<file path="src/rtl/core/gzhp_pkg.sv">
`timescale 1ns / 1ps

package gzhp_pkg;

  // Byte classification carried on the output side.
  typedef enum logic [1:0] {
    KIND_HEADER  = 2'd0,
    KIND_PAYLOAD = 2'd1,
    KIND_DISCARD = 2'd2
  } byte_kind_t;

  // Parse status reported with every output transfer.
  typedef enum logic [2:0] {
    ST_HEADER = 3'd0,
    ST_OK     = 3'd1,
    ST_TRANSP = 3'd2,
    ST_BAD    = 3'd3,
    ST_TRUNC  = 3'd4
  } parse_status_t;

  localparam logic [7:0] MAGIC_ID1      = 8'h1f;
  localparam logic [7:0] MAGIC_ID2      = 8'h8b;
  localparam logic [7:0] METHOD_DEFLATE = 8'h08;
  localparam logic [7:0] FLAG_RESERVED  = 8'he0;
  localparam int         FLAG_HCRC_BIT  = 1;
  localparam int         FLAG_EXTRA_BIT = 2;
  localparam int         FLAG_NAME_BIT  = 3;
  localparam int         FLAG_COMM_BIT  = 4;
  localparam logic [15:0] FIXED_SKIP    = 16'd6;
  localparam logic [15:0] HCRC_SKIP     = 16'd2;

  // Default depth of the queue between the classifier and the emitter.
  localparam int QUEUE_DEPTH_DEF = 4;

  // One classified byte as it travels from front to back.
  typedef struct packed {
    logic [7:0]    data;
    byte_kind_t    kind;
    parse_status_t status;
    logic [4:0]    flags;
    logic          dup;    // Emit the held first magic byte ahead of data.
  } gzhp_entry_t;

endpackage

</file>
<file path="src/rtl/core/gzhp_front.sv">
`timescale 1ns / 1ps

module gzhp_front
  import gzhp_pkg::*;
(
  input  logic        clk,
  input  logic        rst,
  input  logic        in_valid,
  output logic        in_ready,
  input  logic [7:0]  in_byte,
  input  logic        end_of_input,
  input  logic        q_full,
  output logic        q_push,
  output gzhp_entry_t q_entry
);

  typedef enum logic [14:0] {
    PH_MAGIC1   = 15'b000000000000001,
    PH_MAGIC2   = 15'b000000000000010,
    PH_METHOD   = 15'b000000000000100,
    PH_FLAGS    = 15'b000000000001000,
    PH_SKIP6    = 15'b000000000010000,
    PH_XLEN_LO  = 15'b000000000100000,
    PH_XLEN_HI  = 15'b000000001000000,
    PH_EXTRA    = 15'b000000010000000,
    PH_NAME     = 15'b000000100000000,
    PH_COMMENT  = 15'b000001000000000,
    PH_HCRC     = 15'b000010000000000,
    PH_PAYLOAD  = 15'b000100000000000,
    PH_TRANSP   = 15'b001000000000000,
    PH_ERROR    = 15'b010000000000000,
    PH_FLAGSBAD = 15'b100000000000000
  } phase_t;

  typedef struct packed {
    phase_t phase;
    logic   done;
    logic   load_crc;
  } part_sel_t;

  phase_t        phase, phase_next;
  logic [4:0]    saved_flags, saved_flags_next;
  logic [15:0]   skip_remaining, skip_remaining_next;
  parse_status_t final_status, final_status_next;
  logic [15:0]   skip_dec;
  logic          check_trunc;
  part_sel_t     part;

  // Pick the next optional header part at or after the given one.
  function automatic part_sel_t enter_part(input logic [2:0] start, input logic [4:0] flags);
    part_sel_t r;
    r = '{phase: PH_PAYLOAD, done: 1'b1, load_crc: 1'b0};
    if (start <= 3'd0 && flags[FLAG_EXTRA_BIT]) begin
      r = '{phase: PH_XLEN_LO, done: 1'b0, load_crc: 1'b0};
    end else if (start <= 3'd1 && flags[FLAG_NAME_BIT]) begin
      r = '{phase: PH_NAME, done: 1'b0, load_crc: 1'b0};
    end else if (start <= 3'd2 && flags[FLAG_COMM_BIT]) begin
      r = '{phase: PH_COMMENT, done: 1'b0, load_crc: 1'b0};
    end else if (start <= 3'd3 && flags[FLAG_HCRC_BIT]) begin
      r = '{phase: PH_HCRC, done: 1'b0, load_crc: 1'b1};
    end
    return r;
  endfunction

  assign in_ready = !q_full;
  assign q_push   = in_valid && in_ready;
  assign skip_dec = (skip_remaining != 16'd0) ? skip_remaining - 16'd1 : 16'd0;

  // Classify the current byte and work out the next parse state.
  always_comb begin
    phase_next          = phase;
    saved_flags_next    = saved_flags;
    skip_remaining_next = skip_remaining;
    final_status_next   = final_status;
    check_trunc         = 1'b0;
    part                = '{phase: PH_PAYLOAD, done: 1'b1, load_crc: 1'b0};
    q_entry.data        = in_byte;
    q_entry.kind        = KIND_HEADER;
    q_entry.dup         = 1'b0;

    case (phase)
      PH_PAYLOAD, PH_TRANSP: begin
        q_entry.kind = KIND_PAYLOAD;
      end
      PH_MAGIC1: begin
        if (in_byte != MAGIC_ID1) begin
          phase_next        = PH_TRANSP;
          final_status_next = ST_TRANSP;
          q_entry.kind      = KIND_PAYLOAD;
        end else begin
          phase_next  = PH_MAGIC2;
          check_trunc = 1'b1;
        end
      end
      PH_MAGIC2: begin
        if (in_byte != MAGIC_ID2) begin
          phase_next        = PH_TRANSP;
          final_status_next = ST_TRANSP;
          q_entry.kind      = KIND_PAYLOAD;
          q_entry.dup       = 1'b1;
        end else begin
          phase_next  = PH_METHOD;
          check_trunc = 1'b1;
        end
      end
      PH_METHOD: begin
        phase_next  = (in_byte == METHOD_DEFLATE) ? PH_FLAGS : PH_FLAGSBAD;
        check_trunc = 1'b1;
      end
      PH_FLAGS, PH_FLAGSBAD: begin
        saved_flags_next = in_byte[4:0];
        if (phase == PH_FLAGSBAD || (in_byte & FLAG_RESERVED) != 8'd0) begin
          phase_next        = PH_ERROR;
          final_status_next = ST_BAD;
        end else begin
          phase_next          = PH_SKIP6;
          skip_remaining_next = FIXED_SKIP;
          check_trunc         = 1'b1;
        end
      end
      PH_SKIP6, PH_EXTRA, PH_HCRC: begin
        skip_remaining_next = skip_dec;
        check_trunc         = 1'b1;
        if (skip_dec == 16'd0) begin
          if (phase == PH_SKIP6) begin
            part = enter_part(3'd0, saved_flags);
          end else if (phase == PH_EXTRA) begin
            part = enter_part(3'd1, saved_flags);
          end else begin
            part = enter_part(3'd4, saved_flags);
          end
          phase_next = part.phase;
          if (part.done) final_status_next = ST_OK;
          if (part.load_crc) skip_remaining_next = HCRC_SKIP;
        end
      end
      PH_XLEN_LO: begin
        skip_remaining_next = {8'd0, in_byte};
        phase_next          = PH_XLEN_HI;
        check_trunc         = 1'b1;
      end
      PH_XLEN_HI: begin
        skip_remaining_next = {in_byte, skip_remaining[7:0]};
        check_trunc         = 1'b1;
        if ({in_byte, skip_remaining[7:0]} == 16'd0) begin
          part       = enter_part(3'd1, saved_flags);
          phase_next = part.phase;
          if (part.done) final_status_next = ST_OK;
          if (part.load_crc) skip_remaining_next = HCRC_SKIP;
        end else begin
          phase_next = PH_EXTRA;
        end
      end
      PH_NAME, PH_COMMENT: begin
        check_trunc = 1'b1;
        if (in_byte == 8'd0) begin
          part       = enter_part((phase == PH_NAME) ? 3'd2 : 3'd3, saved_flags);
          phase_next = part.phase;
          if (part.done) final_status_next = ST_OK;
          if (part.load_crc) skip_remaining_next = HCRC_SKIP;
        end
      end
      default: begin
        phase_next   = PH_ERROR;
        q_entry.kind = KIND_DISCARD;
      end
    endcase

    // Input that ends while still inside the header is truncated.
    if (check_trunc && final_status_next == ST_HEADER && end_of_input) begin
      phase_next        = PH_ERROR;
      final_status_next = ST_TRUNC;
    end

    q_entry.status = final_status_next;
    q_entry.flags  = saved_flags_next;
  end

  // Parse state advances on every accepted transfer.
  always_ff @(posedge clk) begin
    if (rst) begin
      phase          <= PH_MAGIC1;
      saved_flags    <= 5'd0;
      skip_remaining <= 16'd0;
      final_status   <= ST_HEADER;
    end else if (q_push) begin
      phase          <= phase_next;
      saved_flags    <= saved_flags_next;
      skip_remaining <= skip_remaining_next;
      final_status   <= final_status_next;
    end
  end

endmodule

</file>
<file path="src/rtl/core/gzhp_queue.sv">
`timescale 1ns / 1ps

module gzhp_queue
  import gzhp_pkg::*;
#(
  parameter int DEPTH = QUEUE_DEPTH_DEF
) (
  input  logic        clk,
  input  logic        rst,
  input  logic        push,
  input  gzhp_entry_t din,
  output logic        full,
  input  logic        pop,
  output gzhp_entry_t dout,
  output logic        empty
);

  localparam int PTR_W = (DEPTH > 1) ? $clog2(DEPTH) : 1;
  localparam int CNT_W = $clog2(DEPTH + 1);
  localparam logic [PTR_W-1:0] LAST_PTR = PTR_W'(DEPTH - 1);

  gzhp_entry_t      slots [DEPTH];
  logic [PTR_W-1:0] wr_ptr, rd_ptr;
  logic [CNT_W-1:0] count;

  assign full  = (count == CNT_W'(DEPTH));
  assign empty = (count == '0);
  assign dout  = slots[rd_ptr];

  // Entry storage.
  always_ff @(posedge clk) begin
    if (push) begin
      slots[wr_ptr] <= din;
    end
  end

  // Pointers and fill count.
  always_ff @(posedge clk) begin
    if (rst) begin
      wr_ptr <= '0;
      rd_ptr <= '0;
      count  <= '0;
    end else begin
      if (push) wr_ptr <= (wr_ptr == LAST_PTR) ? '0 : wr_ptr + 1'b1;
      if (pop)  rd_ptr <= (rd_ptr == LAST_PTR) ? '0 : rd_ptr + 1'b1;
      if (push && !pop) begin
        count <= count + 1'b1;
      end else if (pop && !push) begin
        count <= count - 1'b1;
      end
    end
  end

endmodule

</file>
<file path="src/rtl/core/gzhp_back.sv">
`timescale 1ns / 1ps

module gzhp_back
  import gzhp_pkg::*;
(
  input  logic          clk,
  input  logic          rst,
  input  gzhp_entry_t   head,
  input  logic          empty,
  output logic          pop,
  output logic          out_valid,
  input  logic          out_ready,
  output logic [7:0]    out_byte,
  output byte_kind_t    byte_kind,
  output parse_status_t parse_status,
  output logic [4:0]    header_flag_bits,
  output logic          run_last
);

  logic load;
  logic second_pending;

  // The output register can take a new transfer when empty or draining.
  assign load = !out_valid || out_ready;
  assign pop  = load && !empty && (second_pending || !head.dup);

  // Control: output valid and the second half of a two-transfer entry.
  always_ff @(posedge clk) begin
    if (rst) begin
      out_valid      <= 1'b0;
      second_pending <= 1'b0;
    end else if (load) begin
      out_valid <= !empty;
      if (second_pending) begin
        second_pending <= 1'b0;
      end else if (!empty && head.dup) begin
        second_pending <= 1'b1;
      end
    end
  end

  // Payload of the output register.
  always_ff @(posedge clk) begin
    if (load && !empty) begin
      byte_kind        <= head.kind;
      parse_status     <= head.status;
      header_flag_bits <= head.flags;
      if (head.dup && !second_pending) begin
        out_byte <= MAGIC_ID1;
        run_last <= 1'b0;
      end else begin
        out_byte <= head.data;
        run_last <= 1'b1;
      end
    end
  end

endmodule

</file>
<file path="src/rtl/core/gzip_header_parser.sv">
// gzip member header parser. Bytes arrive one per transfer on the slave side,
// with tlast marking the end of the buffer, and leave on the master side
// classified as header, payload or discarded, together with the running parse
// status and the low five flag bits. Throughput is one byte per cycle while
// the queue has room and the master side is not stalled; a stream whose
// second byte breaks the magic number produces two output transfers for that
// byte (the held 0x1f, then the byte). A small queue (QUEUE_DEPTH entries)
// between the classifier and the output stage absorbs that extra transfer
// and downstream backpressure, so input is accepted while results wait.
// An accepted byte is written to the queue, then to the output register.
`timescale 1ns / 1ps

module gzip_header_parser
  import gzhp_pkg::*;
#(
  parameter int QUEUE_DEPTH = QUEUE_DEPTH_DEF
) (
  input  logic        clk,
  input  logic        rst,
  input  logic        s_tvalid,
  output logic        s_tready,
  input  logic [7:0]  s_tdata,   // [7:0] in_byte
  input  logic        s_tlast,   // end_of_input
  output logic        m_tvalid,
  input  logic        m_tready,
  output logic [15:0] m_tdata,   // [7:0] out_byte, [10:8] parse_status,
                                 // [15:11] header_flag_bits
  output logic [1:0]  m_tuser,   // [1:0] byte_kind
  output logic        m_tlast    // run_last
);

  gzhp_entry_t   push_entry, head_entry;
  logic          q_push, q_pop, q_full, q_empty;
  logic [7:0]    out_byte;
  byte_kind_t    byte_kind;
  parse_status_t parse_status;
  logic [4:0]    header_flag_bits;

  // Classifier: runs the header state machine on each accepted byte.
  gzhp_front u_front (
    .clk          (clk),
    .rst          (rst),
    .in_valid     (s_tvalid),
    .in_ready     (s_tready),
    .in_byte      (s_tdata),
    .end_of_input (s_tlast),
    .q_full       (q_full),
    .q_push       (q_push),
    .q_entry      (push_entry)
  );

  // Queue of classified bytes.
  gzhp_queue #(
    .DEPTH (QUEUE_DEPTH)
  ) u_queue (
    .clk   (clk),
    .rst   (rst),
    .push  (q_push),
    .din   (push_entry),
    .full  (q_full),
    .pop   (q_pop),
    .dout  (head_entry),
    .empty (q_empty)
  );

  // Output stage: expands entries into output transfers.
  gzhp_back u_back (
    .clk              (clk),
    .rst              (rst),
    .head             (head_entry),
    .empty            (q_empty),
    .pop              (q_pop),
    .out_valid        (m_tvalid),
    .out_ready        (m_tready),
    .out_byte         (out_byte),
    .byte_kind        (byte_kind),
    .parse_status     (parse_status),
    .header_flag_bits (header_flag_bits),
    .run_last         (m_tlast)
  );

  assign m_tdata = {header_flag_bits, parse_status, out_byte};
  assign m_tuser = byte_kind;

endmodule

</file>
<file path="config.mk">
export PLATFORM = sky130hd
export DESIGN_NAME = gzip_header_parser
export DESIGN_NICKNAME = d
export VERILOG_FILES = /design/src/rtl/core/gzhp_pkg.sv /design/src/rtl/core/gzhp_front.sv /design/src/rtl/core/gzhp_queue.sv /design/src/rtl/core/gzhp_back.sv /design/src/rtl/core/gzip_header_parser.sv
export SDC_FILE = /design/constraint.sdc
export NUM_CORES = 1
export LEC_CHECK = 0
export CAP_MARGIN = 20
export CORE_UTILIZATION = 50
export DETAILED_ROUTE_END_ITERATION = 7
export DONT_BUFFER_PORTS = 1
export SYNTH_ARGS = -nofsm -noshare
export SYNTH_HDL_FRONTEND = slang
export SYNTH_SLANG_ARGS = --single-unit
</file>
<file path="constraint.sdc">
create_clock -name clk -period 5.9 [get_ports clk]
set_clock_uncertainty 0.15 [all_clocks]
set_input_delay 1.18 -clock clk [delete_from_list [all_inputs] [get_ports clk]]
set_output_delay 1.18 -clock clk [all_outputs]
set_load 0.02 [all_outputs]
</file>
======== Word level (Yosys, flattened, before mapping) ========
Memories as Yosys holds them, arrays and structs flattened. A register that Yosys moved wholly into a read port is not among the register bits.
Index checks and enable logic that the tools add are counted.
word-level totals
  memories kept ........................... 1
  bits in registers ....................... 67
  logic and storage cells ................. 161
  input port bits ......................... 13
  output and inout bits ................... 21
  bits in writable memories ............... 76
memories
  name           words  width  rd ports  clocked after Yosys merged registers in  write ports  line              source
  u_queue.slots  4      19     1         1                                        1            gzhp_queue.sv:22  gzhp_entry_t slots [DEPTH];
cells by class
  $lt $le $gt $ge ......................... 4
  equal/unequal tests ..................... 28
  mux-type cells .......................... 67
  reduce and logical (&&, ||, !) cells .... 41
  $add $sub $neg .......................... 5
operators with widths
  operator                                                                  count
  17-bit 2-to-1 mux                                                         13
  15-bit one-hot mux with 9 select lines                                    1
  16-bit 2-to-1 mux                                                         8
  16-bit one-hot mux with 5 select lines                                    1
  15-bit 2-to-1 mux                                                         5
  14-bit 2-to-1 mux                                                         4
  3-bit 2-to-1 mux                                                          12
  16-bit logical NOT                                                        2
  13-bit 2-to-1 mux                                                         2
  3-bit one-hot mux with 6 select lines                                     1
  16-bit nonzero test                                                       1
  16-bit by 1-bit subtractor with 16-bit output (second input constant)     1
  15-bit by 1-bit equality test with 1-bit output (second input constant)   1
  15-bit by 10-bit equality test with 1-bit output (second input constant)  1
  15-bit by 11-bit equality test with 1-bit output (second input constant)  1
  15-bit by 12-bit equality test with 1-bit output (second input constant)  1
  15-bit by 13-bit equality test with 1-bit output (second input constant)  1
  15-bit equality test (second input constant)                              1
  15-bit by 2-bit equality test with 1-bit output (second input constant)   1
  15-bit by 3-bit equality test with 1-bit output (second input constant)   1
  15-bit by 4-bit equality test with 1-bit output (second input constant)   1
  15-bit by 5-bit equality test with 1-bit output (second input constant)   1
  15-bit by 6-bit equality test with 1-bit output (second input constant)   1
  15-bit by 7-bit equality test with 1-bit output (second input constant)   1
  35 further kinds                                                          82

======== Logic depth before layout (Yosys ltp) ========
  depth in word-level cells ............... 18
  gate-level depth with buffers ........... 12

======== Hierarchy ========
From an unflattened synthesis, not the netlist that was laid out.
second synthesis, totals
  cells, all modules ...................... 627
  area total of the unflattened synthesis .. 7244.4 sq um
modules (own cells, without submodules)
  module      area an instance (sq um)  instances  cells an instance  sequential area each (sq um)
  gzhp_front  3276.9                    1          446                780.7
  gzhp_queue  3225.6                    1          143                2462.4
  gzhp_back   742.0                     1          38                 610.6

======== Least setup slack after synthesis ========
No wires, ideal clock.
  path kind ............................... input to register
  start point ............................. input port s_tdata[3]
  end point ............................... register u_front.phase[3]
  arrival time ............................ 3.563 ns
  slack ................................... 2.070 ns
  stages .................................. 11
  library setup time ...................... 0.117 ns
  data required time ...................... 5.633 ns
  path through ............................ clkbuf_1 -> nor4_1 -> nand2_1 -> a211oi_1 -> o221ai_1 -> a211o_1 -> o31a_4 -> nor4b_4 -> nor3_2 -> buf_6 -> a32o_1
on the way
  word-level cells in the longest chain between the ends .. 8
  elaborated cells on any way between the ends .. 24
  those cells by class .................... 6 x eq/ne; 12 x mux; 6 x reduce/logical
ends and longest elaborated chain
  what                                                                                                                                          line                      source
  from (decl)                                                                                                                                   gzip_header_parser.sv:22  input logic [7:0] s_tdata,
  16-bit logical NOT (tied with other cells)                                                                                                    gzhp_front.sv:145         if ({in_byte, skip_remaining[7:0]} == 16'd0) begin
  3-bit 2-to-1 mux (on tied branches)                                                                                                           -
  3-bit one-hot mux with 6 select lines                                                                                                         gzhp_front.sv:81          case (phase)
  3-bit logical NOT                                                                                                                             gzhp_front.sv:170         if (check_trunc && final_status_next == ST_HEADER && end_of_input) begin
  1-bit logical AND (2 in a row)                                                                                                                gzhp_front.sv:170
  3-bit by 1-bit inequality test with 1-bit output (no source line) / 2-bit by 1-bit inequality test with 1-bit output (equally long branches)  -
  4-bit AND reduction (no source line)                                                                                                          -
  to (signal assigned)                                                                                                                          gzhp_front.sv:187         phase <= phase_next;
  to (decl)                                                                                                                                     gzhp_front.sv:41          phase_t phase, phase_next;
Parallel ways exist; a longest one is shown, timed or not.
A chain may end at the register's enable or synchronous reset.

======== Worst setup path in the final report ========
  start point ............................. register u_front.skip_remaining[0]
  end point ............................... register u_front.phase[3]
on the way
  word-level cells in the longest chain between the ends .. 10
  elaborated cells on any way between the ends .. 18
  those cells by class .................... 1 x add/sub; 3 x eq/ne; 7 x mux; 7 x reduce/logical
ends and longest elaborated chain
  what                                                                                                                                          line               source
  from (decl)                                                                                                                                   gzhp_front.sv:43   logic [15:0] skip_remaining, skip_remaining_next;
  from (signal assigned)                                                                                                                        gzhp_front.sv:189  skip_remaining <= skip_remaining_next;
  16-bit by 1-bit subtractor with 16-bit output / 16-bit nonzero test (equally long branches)                                                   gzhp_front.sv:67   assign skip_dec = (skip_remaining != 16'd0) ? skip_remaining - 16'd1 : 16'd0;
  16-bit 2-to-1 mux                                                                                                                             gzhp_front.sv:67
  16-bit logical NOT                                                                                                                            gzhp_front.sv:124  if (skip_dec == 16'd0) begin
  3-bit 2-to-1 mux                                                                                                                              gzhp_front.sv:124
  3-bit one-hot mux with 6 select lines                                                                                                         gzhp_front.sv:81
  3-bit logical NOT                                                                                                                             gzhp_front.sv:170
  1-bit logical AND (2 in a row)                                                                                                                gzhp_front.sv:170
  3-bit by 1-bit inequality test with 1-bit output (no source line) / 2-bit by 1-bit inequality test with 1-bit output (equally long branches)  -
  4-bit AND reduction (no source line)                                                                                                          -
Parallel ways exist; a longest one is shown, timed or not.

==> impl_metrics.json <==
{
  "min_to": "u_front.final_status[0]",
  "start_util_pct": 51.20,
  "synth-main-ff-cell": "edfxtp_1",
  "via_count": 5127,
  "synth-async-reset-ratio_pct": 0,
  "grt_max_degree": 36,
  "wl_mm": 17.30,
  "track_usage_pct": 25.69,
  "clk_pin_slew_ns": 0.06,
  "grt_pass1_wl_mm": 27.76,
  "setup-violations-final": 0,
  "h-tree-depth": 4,
  "finalNetCount": 634,
  "cp_max_fo": 11,
  "viasPerCell": 6.369,
  "total_power_mw": 3.096,
  "hold_buffers": 0,
  "gp_congestion": 0.9175,
  "swShare_pct": 29.72,
  "seq_area_frac_synth_pct": 54.23,
  "ys_warn_count": 0,
  "clockPowerShare_pct": 33.2,
  "p_leak_nw": 2.715,
  "io_pins": 34,
  "dieHeight_um": 121.2,
  "slew_headroom_pct": 30.19,
  "dr.first_iter.drc_count": 479,
  "clkSinkCount": 145,
  "power_frac_seq_pct": 47.5,
  "p_comb_share_pct": 19.3,
  "clock_path_buffers": 2,
  "synth.area.top_cells": "edfxtp_1 (40%), dfxtp_1 (14%), mux4_2 (6.0%)",
  "grt_pass1_vias": 4970,
  "io_buffer_count": 0,
  "synth.largest_area_cell": "edfxtp_1",
  "cp.arrival_ns": 4.12,
  "core_area_mm2": 0.01388,
  "drive_gt1_share_pct": 14.88,
  "post_cts_resized": 0,
  "synth_nets": 634,
  "tns_ns": 0,
  "first_pass_iters": 5,
  "syn_avg_cell_area_um2": 11.61,
  "timing.rr.start": "u_front.skip_remaining[0]",
  "netlist_area_mm2": 0.007107,
  "tritoncts": "built",
  "setup_slack_ns": 1.988,
  "wire_per_inst_um": 21.48,
  "cap_violations": 0,
  "row_count": 43,
  "status": "completed",
  "end_kind": "flop",
  "min_from": "u_front.final_status[0]",
  "ir_drop_mv": 0.2195,
  "syn_to_final_growth_pct": 10.07,
  "yosysUniqueCellTypes": 82,
  "slew_violations": 0,
  "period_share_pct": 66.30,
  "worst_slew_pin_slew_ns": 1.047,
  "crit_start": "u_front.skip_remaining[0]",
  "min_path_type": "flop to flop",
  "switchingPower_uw": 920.2,
  "ant_nets": 0,
  "intPower_mw": 2.176,
  "rsz0062_at_grt": "false",
  "final.min_clock_period_ns": 3.912,
  "clock-root-buffer": "clkbuf_16",
  "diodes": 0,
  "hold_viol": 0,
  "reg2reg_depth": 11,
  "fmax_mhz": 255.7,
  "place_ws_ns": 1.982,
  "drc": 0,
  "reg2reg_to": "u_front.phase[3]",
  "r2r_setup_slack_ns": 1.99,
  "syn_inst": 612,
  "synth_top_area_share_pct": 40.14,
  "power.density_mw_per_mm2": 395.8,
  "ys_seq_elements": 145,
  "die_x_um": 121.2,
  "critPathKind": "flop to flop",
  "grt_overflow_total": 0,
  "antenna_found_initial": 0,
  "n_fill_cell": 1176,
  "clkLatencyLatePin_ns": 0.42,
  "synth_edf_count": 95,
  "ys_top_cells_by_count": "edfxtp_1 (95), nand2_1 (53), nor2_1 (52)",
  "die_area_mm2": 0.01469,
  "cts_made_buffers": 17,
  "cts_setup_buffers": 0,
  "hpwlAfterDp_mm": 12.25,
  "critPathLaunchType": "flop",
  "min_path_cells": 2,
  "yosysMostFrequentCell": "edfxtp_1",
  "required_ns": 6.11
}
-- how the worst max path moves through the flow --
stage                                end  cells past startpoint
2_1_floorplan           u_front.phase[3]                     11
3_3_place_gp   u_front.skip_remaining[3]                      8
3_5_place_dp   u_front.skip_remaining[5]                      8
4_1_cts                 u_front.phase[3]                     11
5_1_grt                 u_front.phase[3]                     11
6_report                u_front.phase[3]                     11
-- per-layer routing --
metal | routed length (µm) | track usage (%) | share of wire, % | vias to the layer above
met1 | 7561 | 34.21 | 44 | 2529
met2 | 8498 | 41.46 | 49 | 195
met5 | 0 | 0 | 0 | -
met4 | 276 | 9.182 | 1.6 | 0
li1 | - | - | - | 2373
met3 | 958 | 5.404 | 5.5 | 30
-- kinds of logic (layout without fill, tap and decap cells) --
kind of cell | count (synthesis) | count (layout) | synth area share, %
multiplexers | 21 | 21 | 6.303
AND/OR/NAND/NOR | 271 | 271 | 22.45
flip-flops | 145 | 145 | 54.23
buffers and inverters | 37 | 50 | 2.218
adder cells (fa/ha/maj) | 9 | 9 | 1.690
XOR/XNOR | 10 | 10 | 1.232
AO/OA/AOI/OAI | 119 | 119 | 11.88
-- critical path, cell delays in order, from the launching register on --
cell and delay (ns):
dfxtp_1 0.38, inv_1 0.12, ha_1 0.24, or3b_2 0.54, nor3_1 0.39, a21boi_2 0.14, and4_4 0.21, a21oi_1 0.24
o31a_1 0.35, nor4b_4 0.08, nor3_2 0.71, a32o_1 0.29
-- cell usage in the layout, fill, tap and decap left out, drive strengths merged, types with 4 or more instances in the layout --
cell / count
a31oi: 9
clkbuf: 18
nor3: 35
nor4: 16
nand3b: 4
a22o: 7
nand2b: 8
a2111oi: 4
o22ai: 6
a31o: 4
nand4: 9
xor2: 7
and2: 6
edfxtp: 95
and4: 7
nor4b: 5
dfxtp: 50
nor2b: 8
or3: 11
clkinv: 7
inv: 18
o21ai: 21
mux4: 19
and3: 12
a21oi: 30
or4: 6
a32o: 4
ha: 8
nor2: 54
a22oi: 5
nand3: 11
nand2: 53
or2: 10
-- state kept, by name (all words and copies together) (netlist names), 5 cells and up, named ones only --
name,flops
u_front.skip_remaining,16
u_front.phase,15
u_back.out_byte,8
u_front.saved_flags,5
u_queue.slots,76
u_back.header_flag_bits,5
-- through the flow --
| step | hold slack, ns | instances | area (µm²) | utilization, % |
|---|---|---|---|---|
| detailed placement | 0.3252 | 773 | 7256 | 52.27 |
| CTS | 0.3341 | 805 | 7823 | 56.35 |
| finish | 0.3397 | 805 | 7823 | 56.35 |
| global placement | 0.3267 | 773 | 7256 | 52.27 |
| global route | 0.3472 | 805 | 7823 | 56.35 |
| floorplan | 0.3007 | 612 | 7107 | - |
-- final cells by class --
| type | count | area [µm²] | share of cell area (%) |
|---|---|---|---|
| clock inverter | 14 | 137.6 | 1.759 |
| multi-input combinational | 430 | 3098 | 39.60 |
| sequential | 145 | 3854 | 49.26 |
| inverter | 15 | 56.30 | 0.7198 |
| timing repair buffer | 3 | 22.52 | 0.2879 |
| clock buffer | 18 | 429.2 | 5.486 |
| tap | 180 | 225.2 | 2.879 |
-- power groups by stage --
| stage | clock (mW) | combinational (mW) | sequential, mW |
|---|---|---|---|
| floorplan | 0 | 0.475 | 1.46 |
| detailed placement | 0 | 0.597 | 1.49 |
| global route | 1.09 | 0.663 | 1.49 |
| finish | 1.03 | 0.597 | 1.47 |
| global placement | 0 | 0.589 | 1.49 |
| CTS | 1.05 | 0.604 | 1.47 |
Note: power is estimated with default switching activity, not from simulation.
